==> src/rtl/twpa_pkg.sv <==
// Package: shared types and constants of the pose averager.
`default_nettype none
package twpa_pkg;
  localparam int unsigned HistDepth = 64;
  localparam int unsigned IdxW = $clog2(HistDepth);
  localparam int unsigned CntW = $clog2(HistDepth + 1);
  localparam int unsigned SumW = 32 + CntW;
  localparam logic [31:0] WindowReset = 32'd100000;
  localparam int unsigned PAddrW = 2;
  localparam logic [PAddrW-1:0] RegWindow = 2'd0;

  typedef enum logic [2:0] {
    StIdle, StStore, StRead, StScan, StDiv, StOut
  } state_e;

  typedef struct packed {
    logic [31:0] t;
    logic [31:0] px;
    logic [31:0] py;
    logic [31:0] pz;
    logic [63:0] q;
  } entry_t;
endpackage
`default_nettype wire

==> src/rtl/twpa_div.sv <==
// Divider: restoring signed division of seven sums by one count, one bit a cycle.
`default_nettype none
module twpa_div
  import twpa_pkg::*;
(
  input  wire logic                       clk_i,
  input  wire logic                       rst_ni,
  input  wire logic                       start_i,
  input  wire logic [6:0][SumW-1:0]       sum_i,
  input  wire logic [CntW-1:0]            cnt_i,
  output logic                            done_o,
  output logic [6:0][31:0]                quo_o
);
  localparam int unsigned StepW = $clog2(SumW + 1);

  logic [6:0][SumW-1:0] num_q, num_d;
  logic [6:0][CntW:0]   rem_q, rem_d;
  logic [6:0]           neg_q, neg_d;
  logic [StepW-1:0]     step_q, step_d;
  logic                 busy_q, busy_d;
  logic [CntW-1:0]      den_q, den_d;

  always_comb begin
    logic [CntW:0] trial;
    trial  = '0;
    num_d  = num_q;
    rem_d  = rem_q;
    neg_d  = neg_q;
    step_d = step_q;
    busy_d = busy_q;
    den_d  = den_q;
    if (start_i) begin
      busy_d = 1'b1;
      step_d = StepW'(SumW);
      den_d  = cnt_i;
      for (int i = 0; i < 7; i++) begin
        neg_d[i] = sum_i[i][SumW-1];
        num_d[i] = sum_i[i][SumW-1] ? (~sum_i[i] + 1'b1) : sum_i[i];
        rem_d[i] = '0;
      end
    end else if (busy_q) begin
      for (int i = 0; i < 7; i++) begin
        trial = {rem_q[i][CntW-1:0], num_q[i][SumW-1]};
        num_d[i] = {num_q[i][SumW-2:0], 1'b0};
        if (trial >= {1'b0, den_q}) begin
          rem_d[i] = trial - {1'b0, den_q};
          num_d[i][0] = 1'b1;
        end else begin
          rem_d[i] = trial;
        end
      end
      step_d = step_q - 1'b1;
      if (step_q == StepW'(1)) begin
        busy_d = 1'b0;
      end
    end
    done_o = busy_q && (step_q == StepW'(1));
  end

  always_comb begin
    for (int i = 0; i < 7; i++) begin
      quo_o[i] = neg_q[i] ? 32'(~num_d[i] + 1'b1) : num_d[i][31:0];
    end
  end

  always_ff @(posedge clk_i or negedge rst_ni) begin
    if (!rst_ni) begin
      busy_q <= 1'b0;
      step_q <= '0;
    end else begin
      busy_q <= busy_d;
      step_q <= step_d;
    end
  end

  always_ff @(posedge clk_i) begin
    num_q <= num_d;
    rem_q <= rem_d;
    neg_q <= neg_d;
    den_q <= den_d;
  end
endmodule
`default_nettype wire

==> config.mk <==
export PLATFORM = sky130hd
export DESIGN_NAME = twpa_div
export DESIGN_NICKNAME = d
export VERILOG_FILES = /design/src/rtl/twpa_pkg.sv /design/src/rtl/twpa_div.sv
export SDC_FILE = /design/constraint.sdc
export NUM_CORES = 1
export LEC_CHECK = 0
export BUFFER_PORTS_ARGS = -buffer_cell sky130_fd_sc_hd__buf_2
export CORE_ASPECT_RATIO = 1.4
export CORE_MARGIN = 5
export CORE_UTILIZATION = 40
export CTS_CLUSTER_DIAMETER = 100
export DETAILED_ROUTE_END_ITERATION = 6
export PLACE_DENSITY = 0.69
export SLEW_MARGIN = 20
export SYNTH_ARGS = -nofsm -noshare
export SYNTH_HDL_FRONTEND = slang
export SYNTH_SLANG_ARGS = --single-unit
==> constraint.sdc <==
create_clock -name clk_i -period 11.2 [get_ports clk_i]
set_input_delay 0 -clock clk_i [delete_from_list [all_inputs] [get_ports clk_i]]
set_output_delay 0 -clock clk_i [all_outputs]
set_load 0.1 [all_outputs]
# == Word level (Yosys, flattened, before mapping) ==
# Cells that the tools add are included.
# op_classes
n_addsub,22
mux,35
reduce_logical,2
n_shift,0
eq_ne,1
n_lt_le_gt_ge,7
div,0
n_mul,0
n_bitwise,14
# ops
cell,count
two-way mux 273 bit,2
"adder 39 x 1 -> 39 bit, second input constant",7
two-way mux 39 bit,7
NOT 39 bit,7
"adder 32 x 1 -> 32 bit, second input constant",7
two-way mux 32 bit,7
NOT 32 bit,7
>= comparator 8 x 7 -> 1 bit,7
two-way mux 7 bit,7
subtractor 7 bit,7
two-way mux 6 bit,2
two-way mux 1 bit,10
"equality test 6 x 1 -> 1 bit, second input constant",1
"subtractor 6 x 1 -> 6 bit, second input constant",1
nonzero test 2 bit,1
logical AND 1 bit,1
# word_totals
latch_bits,0
ramBits,0
mem_bits_ro,0
mem_count,0
register_bits,343

# == Logic depth before layout (Yosys ltp) ==
# Gate-level depths: netlist of run 1.
# depth
word_depth,7
ltp_mapped,21
depth_no_buf,16

# == Worst setup path after synthesis of run 1 ==
# OpenSTA, ideal clock, no wires.
# synth_path
path_type,input-to-output
startpoint,input start_i
endpoint,output quo_o[116] (netlist name)
slack_ns,5.839
required_ns,11.200
arrival_ns,5.361
path_stages,18
cell_sequence,buf_4 buf_4 buf_2 buf_2 buf_2 buf_2 buf_2 buf_2 buf_2 buf_1 clkbuf_1 a21o_1 ha_1 inv_1 or3b_2 o31ai_1 o2111ai_1 xnor2_1
# synth_rtl
item,line_no,text
start: declaration,twpa_div.sv:8,"input wire logic start_i,"
end: declaration,twpa_div.sv:12,output logic [6:0][31:0] quo_o

==> out/qor.yml, run 1 <==
outcome:
  status: "finished clean"
min_path:
  holdCritPathClass: "primary input to flip-flop"
synth:
  syn-cell-area_um2: 29600
  syn_nets: 4079
  synth-edff-count: 63
  syn_inst: 3724
  ys_warn_count: 0
  synth_async_sr_flop_share_pct: 2.04
  yosysUniqueCellTypes: 89
  ys_ff_latch: 343
  syn_avg_cell_area_um2: 7.94
  yosysSeqAreaShare_pct: 25.5
  synth_ff_type: "dfxtp_1"
drt:
  ant_nets: 0
  drt_wl_total_um: 111000
  num_vias: 32700
  drt_iter0_markers: 2720
  drc: 0
  routedWlPerCell_um: 20.5
  viasPerCell: 6.04
  drt_first_pass_iters: 7
timing:
  finalSetupTns_ps: 0
  slew_headroom_pct: 19.0
  setup_slack_ps: 5330
  tightest_slew_ps: 1210
  finalSetupViolCount: 0
  fmax_mhz: 170
  clock_skew_ps: 19.2
  fin_crit_sh_pct: 52.4
  fin_crit_ps: 5870
  fin_hold_ws_ps: 25.4
  rsz0062_at_grt: "false"
  maxSlewViolCount: 0
  finalHoldViolations: 0
pwr:
  ir_worst_vdd_mv: 0.135
  finalPower_mw: 6.18
  cellPowerDensity_nw_per_um2: 165
  power.leakage_nw: 14.7
worst_setup_path:
  cp-start-kind: "flip-flop"
  crit_type: "flip-flop to primary output"
  endpoint_kind: "primary output"
  worstPathRequired_ps: 11200
  cp_max_fo: 51
  worst-endpoint-arrival_ps: 5870
floorplan:
  io_pins: 508
  dieArea_um2: 79600
  die_x_um: 240
  initial_core_util_pct: 40.1
  chipHeight_um: 332
  fp-row-count: 118
  core_um2: 73700
global_routing:
  grt_pass1_vias: 31500
  gr-usage-all-layers_pct: 26.1
  grt_overflow_total: 0
  grt_pass1_wl_um: 171000
  antenna_found_initial: 17
  grt_max_degree: 176
placement:
  io_buffers: 507
  placed_cells: 4984
  dp_hpwl_um: 80400
  place_area_um2: 32600
  dp_slack_ps: 6000
  place.gp.congestion: 0.960
final_layout:
  fin_util_pct: 50.9
  area_growth_pct: 26.7
  nets: 4762
  fin_area_um2: 37500
  finalNonFillerCells: 5417
  drive_gt1_share_pct: 17.9
clock_tree:
  cts_sinks: 343
  cts_htree_levels: 2
  ctsLongestPathBuffers: 3
  clk_latency_ps: 580
  numCtsBuffers: 40
  path_clk_slew_ps: 60
  root_buffer: "clkbuf_16"
  cts_tree: "done"
flow_run:
  maxCapViolCount: 0
-- cell families after synthesis --
group / after synthesis / synth area share (%)
AO/OA/AOI/OAI: 987 / 22.7
buffers and inverters: 359 / 5.18
flip-flops: 343 / 25.5
adder cells (fa/ha/maj): 72 / 3.22
XOR/XNOR: 362 / 10.7
AND/OR/NAND/NOR: 1416 / 26.1
multiplexers: 185 / 6.62
-- area by class of cell --
cell class                      instances  area [um2]
Fill cell                            6981       36200
Multi-Input combinational cell       3022       20600
Sequential cell                       343        7540
Timing Repair Buffer                  893        6330
Tap cell                              960        1200
Clock buffer                           48        1080
Inverter                              107         407
Clock inverter                         24         312
Antenna cell                           20        50.0
-- report_power, final --
part           switching, mW  internal, mW  leakage [nW]  total [mW]
registers              0.126          1.45          3.04        1.58
clock network          0.603         0.836         0.658        1.44
logic                   2.32         0.841          11.0        3.16
total                   3.05          3.13          14.7        6.18
-- what timing repair did --
item / in CTS / in global routing
resized for setup: 0 / 0
hold buffers: 340 / 0
hold endpoints to repair: 258 / 0
buffers inserted: 0 / 0
-- synthesized netlist by cell type, types with 12 or more instances --
cell,n,share of area [%]
nor4_1,107,2.3
a31oi_1,38,0.80
clkbuf_1,127,1.6
and2_1,14,0.30
o31ai_1,97,2.5
ha_1,65,2.7
inv_1,106,1.3
o41ai_1,62,1.8
a211oi_1,82,2.1
nand4b_1,12,0.36
nor2_1,161,2.0
buf_2,78,1.3
nor3_1,180,3.0
o31a_1,13,0.38
nor2b_1,76,1.6
a21oi_1,179,3.0
nand3_1,130,2.2
or4_1,56,1.4
a21o_1,32,0.81
a22o_1,21,0.62
nand3b_1,13,0.33
and3_1,36,0.76
mux2_2,84,3.2
dfxtp_1,273,18
buf_4,19,0.48
o21ai_0,222,3.8
xor2_1,113,3.3
nand2_1,286,3.6
o221ai_1,27,0.80
or3_1,74,1.6
nand2b_1,112,2.4
nor3b_1,28,0.71
xnor2_1,249,7.4
nand4_1,50,1.1
edfxtp_1,63,6.4
or2_2,30,0.63
buf_1,26,0.33
o22ai_1,60,1.3
mux2i_1,101,3.4
-- flip-flops by register name, summed over array words and instances, names as in the netlist --
register	cells
neg_q	7
den_q	7
busy_q	1
rem_q	49
step_q	6
num_q	273
-- per-layer routing --
layer  track usage, %  wire (um)  up-vias  share of wire, %
met2             44.9      53500     1398                48
met1             31.6      44400    15500                40
met5                0         41        -             0.037
li1                 -          -    15400                 -
met3             4.30       7410      354               6.7
met4             12.4       5770        6               5.2
-- cell usage in the layout (no fill, tap or decap), types with 101 or more instances in the layout --
cell / instances
xnor2_1: 249
xor2_1: 113
a21oi_1: 179
inv_1: 103
buf_2: 506
nor3_1: 177
dlygate4sd3_1: 340
nor2_1: 159
mux2i_1: 101
nand2b_1: 112
dfxtp_1: 273
nor4_1: 105
nand3_1: 130
nand2_1: 286
o21ai_0: 222
-- worst max-delay path, stage by stage, from the launching register on --
cell and delay, ps:
dfrtp_4 680, buf_4 540, buf_4 660, mux2_2 400
o221ai_1 320, and3_1 300, nand3b_1 100, or4_1 520
nand3b_1 520, o31ai_1 450, xnor2_1 240, buf_2 500
-- path summary, 6_finish.rpt --
check	startpoint	end	slack, ps	depth (start not counted)
max in group asynchronous	rst_ni	busy_q	10450	3
min in group asynchronous	rst_ni	step_q[4]	450	3
worst min register to register	rem_q[6]	rem_q[6]	480	2
worst max register to register	busy_q	num_q[144]	7040	7
worst max-delay path	busy_q	quo_o[27]	5330	11
worst min-delay path	sum_i[47]	num_q[47]	30	4
No activity file was read; power rests on OpenSTA's default activity.
==> run 2, diff against run 1 <==
Settings changed: PLACE_DENSITY 0.69 to 0.71.
Clock period 11.2 ns to 4.8 ns, I/O delays scaled along.
==> out/qor.yml, run 2 (synthesis results as in run 1) <==
clock_tree:
  numCtsBuffers: 40
  clk_latency_ps: 580
  root_buffer: "clkbuf_16"
  cts_sinks: 343
  cts_tree: "done"
  path_clk_slew_ps: 60
  cts_htree_levels: 2
  ctsLongestPathBuffers: 3
worst_setup_path:
  path_buf_inv: 4
  crit_chain: "clkinvlp_4 > ha_1 > nor2b_1 > o21ai_0 > nand4b_1 > and2_1 > inv_1 > ha_1 > inv_1 > or2_2 > or2_2 > nor3_1 > nand4_1 > o41ai_2 > xnor2_1 > buf_12"
  crit_type: "flip-flop to primary output"
  endpoint_kind: "primary output"
  slowest_stage: "edfxtp_1"
  worstPathRequired_ps: 4800
  worst-endpoint-arrival_ps: 4630
  cp-start-kind: "flip-flop"
  max_stage_delay_ps: 390
  cp_max_fo: 7
  cp_top_family: "simple AND/OR/NAND/NOR gates"
global_routing:
  grt_max_degree: 123
  grt_pass1_vias: 32200
  grt_pass1_wl_um: 179000
  gr-usage-all-layers_pct: 27.4
  antenna_found_initial: 29
  grt_overflow_total: 0
drt:
  drc: 1
  drt_iter0_markers: 2865
  num_vias: 33500
  drt_first_pass_iters: 7
  viasPerCell: 6.13
  drt_wl_total_um: 116000
  routedWlPerCell_um: 21.2
  ant_nets: 0
placement:
  io_buffers: 507
  placed_cells: 5029
  place.gp.congestion: 0.952
  dp_hpwl_um: 84200
pwr:
  p_seq_share_pct: 24.0
  ir_worst_vdd_mv: 0.489
  p_int_mw: 8.01
  power.share.clock_pct: 20.0
  cellPowerDensity_nw_per_um2: 379
  swShare_pct: 47.8
  finalPower_mw: 15.4
  power.leakage_nw: 16.0
  p_comb_share_pct: 56.0
  p_switching_mw: 7.35
timing:
  rsz0062_at_grt: "true"
  fin_hold_ws_ps: 53.9
  clock_skew_ps: 26.8
  fmax_mhz: 216
  fin_crit_ps: 4630
  fin_crit_sh_pct: 96.6
  slew_headroom_pct: 23.7
  maxSlewViolCount: 0
  tightest_slew_ps: 1130
  finalHoldViolations: 0
  finalSetupViolCount: 0
final_layout:
  largest_reg_flops: 273
  drive_gt1_share_pct: 19.9
  area_growth_pct: 37.2
  final_cell_mix: "336 x buf_2, 328 x dlygate4sd3_1, 286 x nand2_1"
  ff_latch_area_um2: 7540
  multi_input_area_um2: 20900
  largest-register: "num_q"
  mostFrequentLayoutCell: "buf_2"
  fin_util_pct: 55.1
  finalNonFillerCells: 5468
  nets: 4804
  reg_top3: "num_q: 273 flops, rem_q: 49 flops"
  fill_cells: 6452
outcome:
  status: "complete, but fails checks"
  violations: "design-rule violations"
floorplan:
  dieArea_um2: 79600
  die_x_um: 240
  fp-row-count: 118
  initial_core_util_pct: 40.1
  io_pins: 508
  core_um2: 73700
  chipHeight_um: 332
min_path:
  holdCritPathClass: "primary input to flip-flop"
flow_run:
  maxCapViolCount: 0
## run 2: final cells by class
class | instances | area share, %
sequential | 343 | 18.6
antenna | 28 | 0.173
multi-input combinational | 3022 | 51.5
clock inverter | 17 | 0.370
tap | 960 | 2.96
clock buffer | 56 | 2.77
timing repair buffer | 935 | 22.7
inverter | 107 | 1.02
## run 2: path summary, 6_finish.rpt
path,start,to,slack [ps],cells after the start
hold reg to reg,rem_q[54],rem_q[54],470,2
hold / removal,sum_i[44],num_q[44],50,3
max in group asynchronous,rst_ni,busy_q,4000,3
min in group asynchronous,rst_ni,step_q[5],500,3
setup reg to reg,busy_q,num_q[144],1550,6
setup / recovery,den_q[2],quo_o[186],170,16
## run 2: worst min-delay path, stage by stage
cell and delay [ps]:
buf_2 130, xor2_1 110, o21ai_0 310
## run 2: repair_timing
action | 4_1_cts | 5_1_grt
setup endpoints to repair | 4 | 46
endpoints found under the hold margin | 266 | 0
pin swaps | 1 | 1
hold buffers | 328 | 0
setup buffers | 1 | 8
cloned | 0 | 0
resized for setup | 4 | 27
## run 2: through the flow
stage               TNS, ps  setup WS, ps  cell area [um2]
global placement          0           649            35700
floorplan              -152         -38.0            29800
CTS                       0          48.6            40300
global route           -312         -92.2            40500
finish                    0           165            40600
detailed placement        0           529            35700
## run 2: layer usage
metal	GRT usage [%]	routed length, um	vias up
met5	0	39	-
met4	13.5	6590	6
met3	5.00	9810	425
met2	45.7	54700	1698
met1	33.8	44800	15900
li1	-	-	15500
## run 2: power groups by stage
| stage | clock network, mW | registers, mW | logic (mW) |
|---|---|---|---|
| after floorplan | 0 | 3.62 | 5.75 |
| after global routing | 3.25 | 3.74 | 9.02 |
| after global placement | 0 | 3.73 | 8.16 |
| after detailed placement | 0 | 3.74 | 8.21 |
| final | 3.07 | 3.69 | 8.60 |
| after CTS | 3.16 | 3.68 | 8.51 |
